[src/hdl/llpa_pkg.sv]
package llpa_pkg;

	localparam int TYPE_W      = 3;
	localparam int LAYER_W     = 3;
	localparam int PORT_CUE_W  = 8;
	localparam int INTENSITY_W = 16;
	localparam int TIME_W      = 48;
	localparam int CMD_W       = 3;
	localparam int CFG_IDX_W   = 2;
	localparam int CFG_DATA_W  = 16;
	localparam int LAYER_ID_W  = 5;

	localparam logic [TIME_W-1:0] TIME_MAX = '1;

	// fixed layer slots, higher number wins
	localparam logic [LAYER_ID_W-1:0] LAYER_TOUCH      = 5'd3;
	localparam logic [LAYER_ID_W-1:0] LAYER_FOREGROUND = 5'd4;
	localparam logic [LAYER_ID_W-1:0] LAYER_GROWTH     = 5'd5;

	typedef enum logic [TYPE_W-1:0] {
		REQ_TICK  = 3'd0,
		REQ_FILL  = 3'd1,
		REQ_CLEAR = 3'd2,
		REQ_PLAY  = 3'd3,
		REQ_STOP  = 3'd4
	} req_type_t;

	typedef enum logic [CMD_W-1:0] {
		CMD_ACK  = 3'd0,
		CMD_STOP = 3'd1,
		CMD_SET  = 3'd2,
		CMD_PLAY = 3'd3,
		CMD_TICK = 3'd4
	} cmd_t;

	typedef enum logic [CFG_IDX_W-1:0] {
		CFG_MAX_INTENSITY = 2'd0,
		CFG_FG_INTENSITY  = 2'd1,
		CFG_ERROR_CUE     = 2'd2
	} cfg_reg_t;

	typedef struct packed {
		logic [INTENSITY_W-1:0] max_intensity;
		logic [INTENSITY_W-1:0] fg_intensity;
		logic [PORT_CUE_W-1:0]  error_cue;
	} cfg_t;

	typedef struct packed {
		logic [CMD_W-1:0]       command;
		logic [PORT_CUE_W-1:0]  cmd_cue;
		logic [INTENSITY_W-1:0] cmd_intensity;
		logic [TIME_W-1:0]      cmd_time;
		logic                   status;
		logic                   last;
		logic                   emitting;
		logic [PORT_CUE_W-1:0]  shown_cue;
		logic                   interferes;
	} result_t;

endpackage

[src/hdl/llpa_if.sv]
interface llpa_req_if import llpa_pkg::*; ();
	logic                   valid;
	logic                   ready;
	logic [TYPE_W-1:0]      req_type;
	logic [LAYER_W-1:0]     layer;
	logic [PORT_CUE_W-1:0]  cue;
	logic [INTENSITY_W-1:0] intensity;
	logic [TIME_W-1:0]      now_time;
	logic [TIME_W-1:0]      duration;

	modport source (output valid, req_type, layer, cue, intensity, now_time, duration,
		input ready);
	modport sink (input valid, req_type, layer, cue, intensity, now_time, duration,
		output ready);
endinterface

interface llpa_res_if import llpa_pkg::*; ();
	logic                   valid;
	logic                   ready;
	logic [CMD_W-1:0]       command;
	logic [PORT_CUE_W-1:0]  cmd_cue;
	logic [INTENSITY_W-1:0] cmd_intensity;
	logic [TIME_W-1:0]      cmd_time;
	logic                   status;
	logic                   last;
	logic                   emitting;
	logic [PORT_CUE_W-1:0]  shown_cue;
	logic                   interferes;

	modport source (output valid, command, cmd_cue, cmd_intensity, cmd_time, status, last,
		emitting, shown_cue, interferes, input ready);
	modport sink (input valid, command, cmd_cue, cmd_intensity, cmd_time, status, last,
		emitting, shown_cue, interferes, output ready);
endinterface

interface llpa_cfg_if import llpa_pkg::*; ();
	logic                  valid;
	logic                  ready;
	logic [CFG_IDX_W-1:0]  index;
	logic [CFG_DATA_W-1:0] data;

	modport source (output valid, index, data, input ready);
	modport sink (input valid, index, data, output ready);
endinterface

[src/hdl/llpa_slot_mem.sv]
module llpa_slot_mem #(
	parameter int DEPTH = 7,
	parameter int WIDTH = 72,
	localparam int AW = (DEPTH > 1) ? $clog2(DEPTH) : 1
) (
	input  logic             clk,
	input  logic             we,
	input  logic [AW-1:0]    waddr,
	input  logic [WIDTH-1:0] wdata,
	input  logic [AW-1:0]    raddr,
	output logic [WIDTH-1:0] rdata
);

	logic [WIDTH-1:0] mem [DEPTH];

	always_ff @(posedge clk) begin
		if (we) begin
			mem[waddr] <= wdata;
		end
		rdata <= mem[raddr];
	end

endmodule

[src/hdl/llpa_ctrl.sv]
module llpa_ctrl import llpa_pkg::*; #(
	parameter int NUM_LAYERS = 7,
	parameter int CUE_WIDTH = 8,
	localparam int LW = $clog2(NUM_LAYERS),
	localparam int SW = CUE_WIDTH + INTENSITY_W + TIME_W
) (
	input  logic          clk,
	input  logic          arst_n,
	llpa_req_if.sink      req,
	input  cfg_t          cfg,
	output logic          mem_we,
	output logic [LW-1:0] mem_waddr,
	output logic [SW-1:0] mem_wdata,
	output logic [LW-1:0] mem_raddr,
	input  logic [SW-1:0] mem_rdata,
	input  logic          res_free,
	output logic          res_load,
	output result_t       res_data
);

	typedef enum logic [3:0] {
		ST_IDLE   = 4'b0001,
		ST_SCAN   = 4'b0010,
		ST_DECIDE = 4'b0100,
		ST_EMIT   = 4'b1000
	} state_t;

	localparam logic [LAYER_ID_W-1:0] NUM_ID    = LAYER_ID_W'(NUM_LAYERS);
	localparam logic [LAYER_ID_W-1:0] LAYER_ERR = LAYER_ID_W'(NUM_LAYERS - 1);
	localparam logic [LW-1:0]         LAST_IDX  = LW'(NUM_LAYERS - 1);
	localparam bit                    FG_EXISTS = (NUM_LAYERS > 4);

	state_t                 state_q;
	logic [NUM_LAYERS-1:0]  active_q;
	logic                   on_q;
	logic [LW-1:0]          shown_layer_q;
	logic [CUE_WIDTH-1:0]   shown_cue_q;

	logic [LW-1:0]          chk_q;
	logic                   found_q;
	logic [LW-1:0]          sel_idx_q;
	logic [CUE_WIDTH-1:0]   sel_cue_q;
	logic [INTENSITY_W-1:0] sel_int_q;
	logic [TIME_W-1:0]      now_q;
	logic                   status_q;
	cmd_t                   plan_q [3];
	logic [1:0]             cnt_q;
	logic [1:0]             emit_q;

	req_type_t              rtype;
	logic                   req_fire;
	logic [LAYER_ID_W-1:0]  layer_id;
	logic                   layer_ok;
	logic [CUE_WIDTH-1:0]   cue_w;
	logic [CUE_WIDTH-1:0]   err_w;
	logic                   fill_ok;
	logic [LAYER_ID_W-1:0]  play_id;
	logic                   play_ok;
	logic [TIME_W:0]        exp_sum;
	logic [TIME_W-1:0]      fill_exp;

	logic [CUE_WIDTH-1:0]   rd_cue;
	logic [INTENSITY_W-1:0] rd_int;
	logic [TIME_W-1:0]      rd_exp;
	logic                   expired;
	logic                   keep;
	logic                   changed;
	logic                   emit_last;
	cmd_t                   cur_cmd;
	logic [LAYER_ID_W-1:0]  shown_id;

	assign req.ready = (state_q == ST_IDLE);
	assign req_fire  = req.valid && req.ready;
	assign rtype     = req_type_t'(req.req_type);

	assign layer_id = LAYER_ID_W'(req.layer);
	assign layer_ok = (layer_id < NUM_ID);
	assign cue_w    = CUE_WIDTH'(req.cue);
	assign err_w    = CUE_WIDTH'(cfg.error_cue);
	assign fill_ok  = layer_ok && (req.intensity <= cfg.max_intensity);
	assign play_id  = (cue_w == err_w) ? LAYER_ERR : LAYER_FOREGROUND;
	assign play_ok  = (play_id < NUM_ID) && (cfg.fg_intensity <= cfg.max_intensity);

	// saturating expiry, zero duration never runs out
	assign exp_sum  = {1'b0, req.now_time} + {1'b0, req.duration};
	always_comb begin
		if (req.duration == '0) begin
			fill_exp = '0;
		end else if (exp_sum[TIME_W]) begin
			fill_exp = TIME_MAX;
		end else begin
			fill_exp = exp_sum[TIME_W-1:0];
		end
	end

	always_comb begin
		mem_we    = req_fire && (((rtype == REQ_FILL) && fill_ok) ||
			((rtype == REQ_PLAY) && play_ok));
		mem_waddr = (rtype == REQ_PLAY) ? play_id[LW-1:0] : layer_id[LW-1:0];
		if (rtype == REQ_PLAY) begin
			mem_wdata = {cue_w, cfg.fg_intensity, {TIME_W{1'b0}}};
		end else begin
			mem_wdata = {cue_w, req.intensity, fill_exp};
		end
	end

	// scan reads one slot ahead of the one being checked
	assign mem_raddr = ((state_q == ST_SCAN) && (chk_q != LAST_IDX)) ? chk_q + 1'b1 : '0;

	assign rd_cue  = mem_rdata[SW-1 -: CUE_WIDTH];
	assign rd_int  = mem_rdata[TIME_W +: INTENSITY_W];
	assign rd_exp  = mem_rdata[TIME_W-1:0];
	assign expired = active_q[chk_q] && (rd_exp != '0) && (now_q >= rd_exp);
	assign keep    = active_q[chk_q] && !expired;
	assign changed = !on_q || (sel_idx_q != shown_layer_q) || (sel_cue_q != shown_cue_q);

	assign emit_last = (emit_q == cnt_q - 2'd1);
	assign cur_cmd   = plan_q[emit_q];
	assign shown_id  = LAYER_ID_W'(shown_layer_q);
	assign res_load  = (state_q == ST_EMIT) && res_free;

	always_comb begin
		res_data               = '0;
		res_data.command       = cur_cmd;
		res_data.cmd_cue       = (cur_cmd == CMD_PLAY) ? PORT_CUE_W'(sel_cue_q) : '0;
		res_data.cmd_intensity = (cur_cmd == CMD_SET) ? sel_int_q : '0;
		res_data.cmd_time      = (cur_cmd == CMD_TICK) ? now_q : '0;
		res_data.status        = status_q;
		res_data.last          = emit_last;
		res_data.emitting      = on_q;
		res_data.shown_cue     = PORT_CUE_W'(shown_cue_q);
		res_data.interferes    = on_q && ((shown_id == LAYER_TOUCH) ||
			(shown_id == LAYER_FOREGROUND) || (shown_id == LAYER_GROWTH) ||
			(shown_id == LAYER_ERR));
	end

	// control state
	always_ff @(posedge clk or negedge arst_n) begin
		if (!arst_n) begin
			state_q       <= ST_IDLE;
			active_q      <= '0;
			on_q          <= 1'b0;
			shown_layer_q <= '0;
			shown_cue_q   <= '0;
		end else begin
			unique case (state_q)
				ST_IDLE: begin
					if (req_fire) begin
						unique case (rtype)
							REQ_TICK: begin
								state_q <= ST_SCAN;
							end
							REQ_FILL: begin
								if (fill_ok) begin
									active_q[layer_id[LW-1:0]] <= 1'b1;
								end
								state_q <= ST_EMIT;
							end
							REQ_CLEAR: begin
								if (layer_ok) begin
									active_q[layer_id[LW-1:0]] <= 1'b0;
								end
								state_q <= ST_EMIT;
							end
							REQ_PLAY: begin
								if (play_ok) begin
									active_q[play_id[LW-1:0]] <= 1'b1;
								end
								state_q <= ST_EMIT;
							end
							REQ_STOP: begin
								if (FG_EXISTS) begin
									active_q[LAYER_FOREGROUND[LW-1:0]] <= 1'b0;
								end
								active_q[LAYER_ERR[LW-1:0]] <= 1'b0;
								state_q <= ST_EMIT;
							end
							default: begin
								state_q <= ST_EMIT;
							end
						endcase
					end
				end
				ST_SCAN: begin
					if (expired) begin
						active_q[chk_q] <= 1'b0;
					end
					if (chk_q == LAST_IDX) begin
						state_q <= ST_DECIDE;
					end
				end
				ST_DECIDE: begin
					if (!found_q) begin
						on_q <= 1'b0;
					end else if (changed) begin
						on_q          <= 1'b1;
						shown_layer_q <= sel_idx_q;
						shown_cue_q   <= sel_cue_q;
					end
					state_q <= ST_EMIT;
				end
				ST_EMIT: begin
					if (res_free && emit_last) begin
						state_q <= ST_IDLE;
					end
				end
				default: begin
					state_q <= ST_IDLE;
				end
			endcase
		end
	end

	// item payload and command plan
	always_ff @(posedge clk) begin
		unique case (state_q)
			ST_IDLE: begin
				if (req_fire) begin
					now_q     <= req.now_time;
					chk_q     <= '0;
					found_q   <= 1'b0;
					emit_q    <= '0;
					cnt_q     <= 2'd1;
					plan_q[0] <= CMD_ACK;
					unique case (rtype)
						REQ_TICK:  status_q <= 1'b0;
						REQ_FILL:  status_q <= !fill_ok;
						REQ_CLEAR: status_q <= 1'b0;
						REQ_PLAY:  status_q <= !play_ok;
						REQ_STOP:  status_q <= 1'b0;
						default:   status_q <= 1'b1;
					endcase
				end
			end
			ST_SCAN: begin
				if (keep) begin
					found_q   <= 1'b1;
					sel_idx_q <= chk_q;
					sel_cue_q <= rd_cue;
					sel_int_q <= rd_int;
				end
				if (chk_q != LAST_IDX) begin
					chk_q <= chk_q + 1'b1;
				end
			end
			ST_DECIDE: begin
				emit_q <= '0;
				if (!found_q) begin
					plan_q[0] <= on_q ? CMD_STOP : CMD_ACK;
					cnt_q     <= 2'd1;
				end else if (changed) begin
					plan_q[0] <= CMD_SET;
					plan_q[1] <= CMD_PLAY;
					plan_q[2] <= CMD_TICK;
					cnt_q     <= 2'd3;
				end else begin
					plan_q[0] <= CMD_SET;
					plan_q[1] <= CMD_TICK;
					cnt_q     <= 2'd2;
				end
			end
			ST_EMIT: begin
				if (res_free && !emit_last) begin
					emit_q <= emit_q + 2'd1;
				end
			end
			default: begin
				emit_q <= '0;
			end
		endcase
	end

endmodule

[src/hdl/layered_light_priority_arbiter.sv]
// layered light arbiter: one slot per light layer, higher layer number wins
//
// req channel: one request per event (tick, fill, clear, play, stop), taken
//   whenever the sequencer is idle, even while a result still sits in the
//   output register
// res channel: one to three results per request, the final one flagged by
//   last; results leave in order through a single output register
// cfg channel: register writes, always ready, applied at the handshake edge
//   index 0 max intensity, 1 play intensity (clamped), 2 error cue code
//
// sequence: fill, clear, play and stop go straight to the emit step, and their
//   result is then registered in the output register; a tick walks the slot
//   memory one entry per cycle, then decides, and its results follow one per
//   cycle while the output register is free; the next request is taken once
//   the last result has moved into the output register
// stall: a held res.ready freezes the output register and the emit step,
//   no result is dropped or repeated
// reset: all slots inactive, light off, registers at their reset values;
//   slot memory contents are only used for slots that a fill or play has written
module layered_light_priority_arbiter import llpa_pkg::*; #(
	parameter int NUM_LAYERS = 7,
	parameter int CUE_WIDTH = 8
) (
	input logic        clk,
	input logic        arst_n,
	llpa_req_if.sink   req,
	llpa_res_if.source res,
	llpa_cfg_if.sink   cfg
);

	localparam int LW = $clog2(NUM_LAYERS);
	localparam int SW = CUE_WIDTH + INTENSITY_W + TIME_W;

	// configuration registers
	cfg_t cfg_q;

	assign cfg.ready = 1'b1;

	always_ff @(posedge clk or negedge arst_n) begin
		if (!arst_n) begin
			cfg_q.max_intensity <= '1;
			cfg_q.fg_intensity  <= '0;
			cfg_q.error_cue     <= '1;
		end else if (cfg.valid && cfg.ready) begin
			unique case (cfg_reg_t'(cfg.index))
				CFG_MAX_INTENSITY: cfg_q.max_intensity <= cfg.data;
				// play intensity is clamped to the current ceiling
				CFG_FG_INTENSITY: cfg_q.fg_intensity <= (cfg.data < cfg_q.max_intensity) ?
					cfg.data : cfg_q.max_intensity;
				CFG_ERROR_CUE: cfg_q.error_cue <= cfg.data[PORT_CUE_W-1:0];
				default: ;
			endcase
		end
	end

	// slot memory: cue, intensity, expiry per layer
	logic          mem_we;
	logic [LW-1:0] mem_waddr;
	logic [SW-1:0] mem_wdata;
	logic [LW-1:0] mem_raddr;
	logic [SW-1:0] mem_rdata;

	llpa_slot_mem #(
		.DEPTH(NUM_LAYERS),
		.WIDTH(SW)
	) u_mem (
		.clk  (clk),
		.we   (mem_we),
		.waddr(mem_waddr),
		.wdata(mem_wdata),
		.raddr(mem_raddr),
		.rdata(mem_rdata)
	);

	// sequencer: applies requests, scans slots on tick, plans the commands
	logic    res_free;
	logic    res_load;
	result_t res_data;

	llpa_ctrl #(
		.NUM_LAYERS(NUM_LAYERS),
		.CUE_WIDTH (CUE_WIDTH)
	) u_ctrl (
		.clk      (clk),
		.arst_n   (arst_n),
		.req      (req),
		.cfg      (cfg_q),
		.mem_we   (mem_we),
		.mem_waddr(mem_waddr),
		.mem_wdata(mem_wdata),
		.mem_raddr(mem_raddr),
		.mem_rdata(mem_rdata),
		.res_free (res_free),
		.res_load (res_load),
		.res_data (res_data)
	);

	// output register, free when empty or being drained this cycle
	logic    res_valid_q;
	result_t res_q;

	assign res_free = !res_valid_q || res.ready;

	always_ff @(posedge clk or negedge arst_n) begin
		if (!arst_n) begin
			res_valid_q <= 1'b0;
		end else if (res_load) begin
			res_valid_q <= 1'b1;
		end else if (res.ready) begin
			res_valid_q <= 1'b0;
		end
	end

	always_ff @(posedge clk) begin
		if (res_load) begin
			res_q <= res_data;
		end
	end

	assign res.valid         = res_valid_q;
	assign res.command       = res_q.command;
	assign res.cmd_cue       = res_q.cmd_cue;
	assign res.cmd_intensity = res_q.cmd_intensity;
	assign res.cmd_time      = res_q.cmd_time;
	assign res.status        = res_q.status;
	assign res.last          = res_q.last;
	assign res.emitting      = res_q.emitting;
	assign res.shown_cue     = res_q.shown_cue;
	assign res.interferes    = res_q.interferes;

endmodule
[src/flat_wrapper.sv]
// flat-port wrapper written by rule: the top's interface ports become plain ports
module layered_light_priority_arbiter_flat import llpa_pkg::*;
#(
	parameter int NUM_LAYERS = 7,
	parameter int CUE_WIDTH = 8
)
  (clk, arst_n, req_valid, req_req_type, req_layer, req_cue, req_intensity, req_now_time, req_duration, req_ready, res_valid, res_command, res_cmd_cue, res_cmd_intensity, res_cmd_time, res_status, res_last, res_emitting, res_shown_cue, res_interferes, res_ready, cfg_valid, cfg_index, cfg_data, cfg_ready);
  llpa_req_if req_i ();
  llpa_res_if res_i ();
  llpa_cfg_if cfg_i ();
  input logic clk;
  input logic arst_n;
  input wire logic [$bits(req_i.valid)-1:0] req_valid;
  input wire logic [$bits(req_i.req_type)-1:0] req_req_type;
  input wire logic [$bits(req_i.layer)-1:0] req_layer;
  input wire logic [$bits(req_i.cue)-1:0] req_cue;
  input wire logic [$bits(req_i.intensity)-1:0] req_intensity;
  input wire logic [$bits(req_i.now_time)-1:0] req_now_time;
  input wire logic [$bits(req_i.duration)-1:0] req_duration;
  output wire logic [$bits(req_i.ready)-1:0] req_ready;
  output wire logic [$bits(res_i.valid)-1:0] res_valid;
  output wire logic [$bits(res_i.command)-1:0] res_command;
  output wire logic [$bits(res_i.cmd_cue)-1:0] res_cmd_cue;
  output wire logic [$bits(res_i.cmd_intensity)-1:0] res_cmd_intensity;
  output wire logic [$bits(res_i.cmd_time)-1:0] res_cmd_time;
  output wire logic [$bits(res_i.status)-1:0] res_status;
  output wire logic [$bits(res_i.last)-1:0] res_last;
  output wire logic [$bits(res_i.emitting)-1:0] res_emitting;
  output wire logic [$bits(res_i.shown_cue)-1:0] res_shown_cue;
  output wire logic [$bits(res_i.interferes)-1:0] res_interferes;
  input wire logic [$bits(res_i.ready)-1:0] res_ready;
  input wire logic [$bits(cfg_i.valid)-1:0] cfg_valid;
  input wire logic [$bits(cfg_i.index)-1:0] cfg_index;
  input wire logic [$bits(cfg_i.data)-1:0] cfg_data;
  output wire logic [$bits(cfg_i.ready)-1:0] cfg_ready;
  assign req_i.valid = req_valid;
  assign req_i.req_type = req_req_type;
  assign req_i.layer = req_layer;
  assign req_i.cue = req_cue;
  assign req_i.intensity = req_intensity;
  assign req_i.now_time = req_now_time;
  assign req_i.duration = req_duration;
  assign req_ready = req_i.ready;
  assign res_valid = res_i.valid;
  assign res_command = res_i.command;
  assign res_cmd_cue = res_i.cmd_cue;
  assign res_cmd_intensity = res_i.cmd_intensity;
  assign res_cmd_time = res_i.cmd_time;
  assign res_status = res_i.status;
  assign res_last = res_i.last;
  assign res_emitting = res_i.emitting;
  assign res_shown_cue = res_i.shown_cue;
  assign res_interferes = res_i.interferes;
  assign res_i.ready = res_ready;
  assign cfg_i.valid = cfg_valid;
  assign cfg_i.index = cfg_index;
  assign cfg_i.data = cfg_data;
  assign cfg_ready = cfg_i.ready;
  layered_light_priority_arbiter #(.NUM_LAYERS(NUM_LAYERS), .CUE_WIDTH(CUE_WIDTH)) u_core (.clk(clk), .arst_n(arst_n), .req(req_i), .res(res_i), .cfg(cfg_i));
endmodule
[config.mk]
export PLATFORM = sky130hd
export DESIGN_NAME = layered_light_priority_arbiter_flat
export DESIGN_NICKNAME = d
export VERILOG_FILES = /design/src/hdl/llpa_pkg.sv /design/src/hdl/llpa_if.sv /design/src/hdl/llpa_slot_mem.sv /design/src/hdl/llpa_ctrl.sv /design/src/hdl/layered_light_priority_arbiter.sv /design/src/flat_wrapper.sv
export SDC_FILE = /design/constraint.sdc
export NUM_CORES = 1
export LEC_CHECK = 0
export ABC_CLOCK_PERIOD_IN_PS = 10600
export BUFFER_PORTS_ARGS = -buffer_cell sky130_fd_sc_hd__buf_2
export CELL_PAD_IN_SITES_DETAIL_PLACEMENT = 1
export CELL_PAD_IN_SITES_GLOBAL_PLACEMENT = 2
export CORE_MARGIN = 2
export CORE_UTILIZATION = 43
export CTS_BUF_LIST = sky130_fd_sc_hd__clkbuf_4 sky130_fd_sc_hd__clkbuf_8 sky130_fd_sc_hd__clkbuf_16
export CTS_CLUSTER_SIZE = 20
export DETAILED_ROUTE_END_ITERATION = 8
export GPL_ROUTABILITY_DRIVEN = 1
export HOLD_SLACK_MARGIN = 0.03
export PLACE_DENSITY_LB_ADDON = 0.1
export SLEW_MARGIN = 20
export SYNTH_ARGS = -nofsm -noshare
export SYNTH_HDL_FRONTEND = slang
export SYNTH_SLANG_ARGS = --single-unit
[constraint.sdc]
create_clock -name clk -period 10.6 [get_ports clk]
set_clock_uncertainty 0.2 [all_clocks]
set_input_delay 0.53 -clock clk [delete_from_list [all_inputs] [get_ports clk]]
set_output_delay 0.53 -clock clk [all_outputs]
set_load 0.05 [all_outputs]
# After elaboration in Yosys (flattened, before gate mapping)
# Memories as Yosys holds them, arrays and structs flattened. A register that Yosys moved wholly into a read port is not among the register bits.
# Index checks and enable logic that the tools add are counted.
# word_totals
regBits,235
mem_bits_rw,513
in_bits,149
word_cells,215
mem_count,2
# op_classes
add_sub_neg,4
n_lt_le_gt_ge,12
n_eq_ne,36
n_mux,70
bitwise_logic,11
n_reduce_logical,52
# memory_table
memory,depth,word_bits,read_ports,rd_ports_with_merged_regs,wr,line,text
u_core.u_mem.mem,7,72,1,1,1,llpa_slot_mem.sv:14,logic [WIDTH-1:0] mem [DEPTH];
u_core.u_ctrl.plan_q,3,3,1,1,3,llpa_ctrl.sv:46,cmd_t plan_q [3];
# ops
op,n
two-way mux 48 bit,2
two-way mux 64 bit,1
adder 48 x 48 -> 49 bit,1
greater-or-equal comparator 48 bit,1
zero test 48 bit,1
nonzero test 48 bit,1
two-way mux 7 bit,5
<= comparator 16 bit,2
two-way mux 1 bit,28
two-way mux 3 bit,8
"equality test 3 bit, second input constant",6
logical AND 1 bit,17
< comparator 16 bit,1
two-way mux 16 bit,1
two-way mux 4 bit,4
one-hot mux 4 bit (4 select lines),1
"equality test 3 x 2 -> 1 bit, second input constant",5
AND reduction 3 bit,5
AND 7 bit,2
NOT 7 bit,2
bitwise OR 7 bit,2
one-hot mux 7 bit (2 select lines),1
AND reduction 2 bit,7
AND reduction 7 bit,2
other kinds (40),79

# Depth between registers and ports, before layout
# depth
ltp_word,11
mapped_depth,14
ltp_nobuf,12

# By module
# A second synthesis with hierarchy kept.
# hier_totals
hier_cells,2571
area_unflattened_um2,37387.1
# modules_own_cells
mod,instances,cells_per_inst,area_each_um2,seq_area_each_um2
llpa_slot_mem,1,1086,22068.7,16575.9
llpa_ctrl,1,1202,10530.1,3219.3
layered_light_priority_arbiter,1,283,4788.3,3668.5

# Worst setup path before layout
# OpenSTA, ideal clock, no wires.
# synth_timing
kind,reg2reg
from,reg u_core.cfg_q[37] (netlist bit)
to,"mem u_core.u_mem.mem[5][0], enable pin"
arrival_ns,8.746
t_required_ns,9.721
setup_slack_ns,0.975
path_stages_with_launch,11
n_path_buf,0
synth_period_minus_slack_ns,9.625
cell_sequence,dfstp_2 -> inv_1 -> ha_1 -> a21o_1 -> a21oi_1 -> nor2b_1 -> a2111oi_0 -> nand3_1 -> nand2_1 -> nand4_1 -> nor4_1
# synth_via
elab_chain_len,7
# synth_rtl
item,line,text
start: declaration,layered_light_priority_arbiter.sv:35,cfg_t cfg_q;
<= comparator 16 bit (on tied branches),"llpa_ctrl.sv:80, llpa_ctrl.sv:82",
logical AND 1 bit (on tied branches),"llpa_ctrl.sv:80, llpa_ctrl.sv:82",
logical AND 1 bit (on tied branches),"llpa_ctrl.sv:97, llpa_ctrl.sv:98",
logical OR 1 bit (*),llpa_ctrl.sv:97,mem_we = req_fire && (((rtype == REQ_FILL) && fill_ok) ||
logical AND 1 bit (*),llpa_ctrl.sv:97,
two-way mux 1 bit (*),llpa_slot_mem.sv:17,if (we) begin
two-way mux 1 bit (implied by the code) (*),llpa_slot_mem.sv:18,mem[waddr] <= wdata;
end: declaration,llpa_slot_mem.sv:14,
# Every way passes the cells marked *; elsewhere a longest branch is shown, timed or not.

# Final worst setup path
# layout_timing
from,reg u_core.cfg_q[37] (netlist bit)
to,"mem u_core.u_mem.mem[0][41], enable pin"
# The elaborated chain is that of the path after synthesis.

==> results.ini <==
[critical_path]
crit_type=reg -> reg
cp_max_fo=38
cp-end-kind=flop
arrival_ps=4990
r2r_slack_ps=5680
required_ps=10660
startpoint_type=flop

[sta]
rsz0062_at_grt=no
post-route-period-util_pct=46.4
hold_violations=0
tightest_slew_ps=1210
fin_hold_ws_ps=62.5
min_period_ps=4920
slew_violations=0
setup_viol=0
fin_tns_setup_ps=0
max_freq_mhz=203
maxSlewHeadroom_pct=18.7

[routing]
vias=23197
first_iter_violations=1395
drc_errors=0
wl_per_cell_um=24.8
routed_via_density=5.62
drt-pass1-iter-count=5
wl_mm=102
detail-route-antenna-nets=0

[floorplanning]
die_w_um=292
start_util_pct=43.4
dieHeight_um=292
std_cell_rows=105
io_pins=239
die_area_sq_mm=0.0852
coreArea_sq_mm=0.0821

[power_and_ir_drop]
p_leak_nw=15.8
power.density_mw_per_mm2=205
peakVddDrop_mv=0.145

[synth]
synth_cell_types=81
syn_avg_cell_area_sq_um=13.3
yosysSeqAreaShare_pct=65.8
synth-edff-count=675
synth_seq_cells=817
synthFlopType=edfxtp_1
async_reset_ff_share_pct=7.83
synth_cells=2672
syn-cell-area_sq_mm=0.0357
syn-num-nets=2967
synth.yosys.warnings=0

[status]
outcome=finished, final reports clean

[final_layout]
areaGrowthSynthToFinish_pct=17.4
fillers=8219
final_common_cell=edfxtp_1
nets=3277
layout-drive-gt1-share_pct=20.2
mostFrequentLayoutCells=675 x edfxtp_1, 251 x nand2_1, 237 x buf_2
fin_area_sq_mm=0.0419

[global_route]
grt.overflow.total=0
grt_max_degree=159
grt_first_pass_wirelength_mm=155
antenna_found_initial=1
grt_usage_pct=24.0
grt_pass1_vias=24962

[placed_design]
hpwl_mm=65.7
portBuffers=237
detailed_place.area_sq_mm=0.0381
place.gp.congestion=0.833

[clocking]
path_clk_slew_ps=60
cts_root_buffer=clkbuf_16
cts_tree=built
cts-resized-gates=0
cts_buffers=89
cts-root-to-sink-buffers=3
htreeDepth=3
clk_latency_ps=650
cts_sinks=817
cts_setup_buffers=0

[hold_path]
min_path_type=in -> reg

[run]
cap_violations=0

## metrics by stage
| stage | cells | power (mW) | util, % | setup WS [ps] |
|---|---|---|---|---|
| finish | 4129 | 8.58 | 51.0 | 5680 |
| CTS | 4127 | 8.66 | 51.0 | 5630 |
| global route | 4129 | 8.91 | 51.0 | 5400 |
| global placement | 3891 | 5.40 | 46.4 | 5540 |
| floorplan | 2672 | 4.93 | - | 975 |
| detailed placement | 3891 | 5.45 | 46.4 | 5600 |
## where the power goes
group | switching, mW | leakage [nW] | total [mW] | internal [mW]
registers | 0.118 | 7.53 | 3.92 | 3.80
clock network | 1.28 | 1.55 | 3.19 | 1.91
logic | 1.04 | 6.68 | 1.48 | 0.442
## path summary, 6_finish.rpt
kind | startpoint | end | cells past startpoint
max | u_core.cfg_q[37] | u_core.u_mem.mem[0][41] | 13
min | req_cue[6] | u_core.u_mem.mem[3][70] | 1
max reg2reg | u_core.cfg_q[37] | u_core.u_mem.mem[0][41] | 13
min reg2reg | u_core.u_mem.rdata[69] | u_core.u_ctrl.sel_cue_q[5] | 0
max in group asynchronous | arst_n | u_core.cfg_q[17] | 3
min in group asynchronous | arst_n | u_core.u_ctrl.shown_cue_q[3] | 3
## cell usage after synthesis (11+ instances only)
master	n	area, sq um
nand3_1	59	295
or3_1	41	257
dfrtp_1	39	976
nand4_1	34	213
nor2b_1	14	87.6
nand2_1	251	942
inv_1	89	334
and3_1	16	100
mux2i_1	18	180
and2_1	72	450
o22ai_1	74	463
mux2_2	72	811
o21a_1	11	82.6
a21o_1	61	458
a31oi_1	11	68.8
nor3_1	14	70.1
clkbuf_1	96	360
dfstp_2	25	657
ha_1	145	1810
a21oi_1	202	1010
nor4_1	29	181
mux4_2	38	856
edfxtp_1	675	20300
o21ai_0	208	1040
dfxtp_1	78	1560
xor2_1	28	245
nor2_1	84	315
xnor2_1	37	324
## metal layers
layer / GRT usage (%) / routed length [um] / up-vias
met1: 31.0 / 44300 / 11912
met2: 41.8 / 51300 / 451
li1: - / - / 10700
met5: 0 / 0 / -
met3: 3.37 / 4000 / 134
met4: 7.56 / 2770 / 0
## critical path: stages, from the launching register on
cell and delay (ps):
dfstp_2 530, inv_1 70, ha_1 300, a21o_1 190
a21oi_1 140, nor2b_1 60, a2111oi_0 490, nand3_1 280
nand2_1 150, nand4_1 180, or3_1 510, nor3_2 160
buf_4 570, buf_4 660
## cell families (layout without fill, tap and decap cells)
group | count (synthesis) | after routing | synth area share (%)
AO/OA/AOI/OAI | 653 | 653 | 10.9
XOR/XNOR | 65 | 65 | 1.60
AND/OR/NAND/NOR | 650 | 650 | 8.94
other | 1 | 2 | 0.0105
multiplexers | 128 | 128 | 5.18
adder cells (fa/ha/maj) | 146 | 146 | 5.14
flip-flops | 817 | 817 | 65.8
buffers and inverters | 212 | 598 | 2.38
## registers in the layout (all words and copies together), names as in the netlist, 16 cells and up, named ones only
register,flops
u_core.u_ctrl.now_q,48
u_core.res.cmd_intensity,16
u_core.u_mem.rdata,72
u_core.u_mem.mem,504
u_core.u_ctrl.sel_int_q,16
u_core.res.cmd_time,48
u_core.cfg_q,40
## layout make-up
| type | instances | area [sq um] | share of cell area [%] |
|---|---|---|---|
| Inverter | 89 | 334 | 0.798 |
| Timing Repair Buffer | 342 | 2180 | 5.20 |
| Tap cell | 1070 | 1340 | 3.20 |
| Antenna cell | 1 | 2.50 | 0.00598 |
| Multi-Input combinational cell | 1643 | 11500 | 27.4 |
| Clock inverter | 39 | 403 | 0.962 |
| Clock buffer | 128 | 2670 | 6.36 |
| Sequential cell | 817 | 23500 | 56.0 |
## what timing repair did
action / CTS / global route
hold buffers: 69 / 0
hold endpoints to repair: 138 / 0
endpoints found under the setup margin: 0 / 0
(Power assumes the default switching activity.)
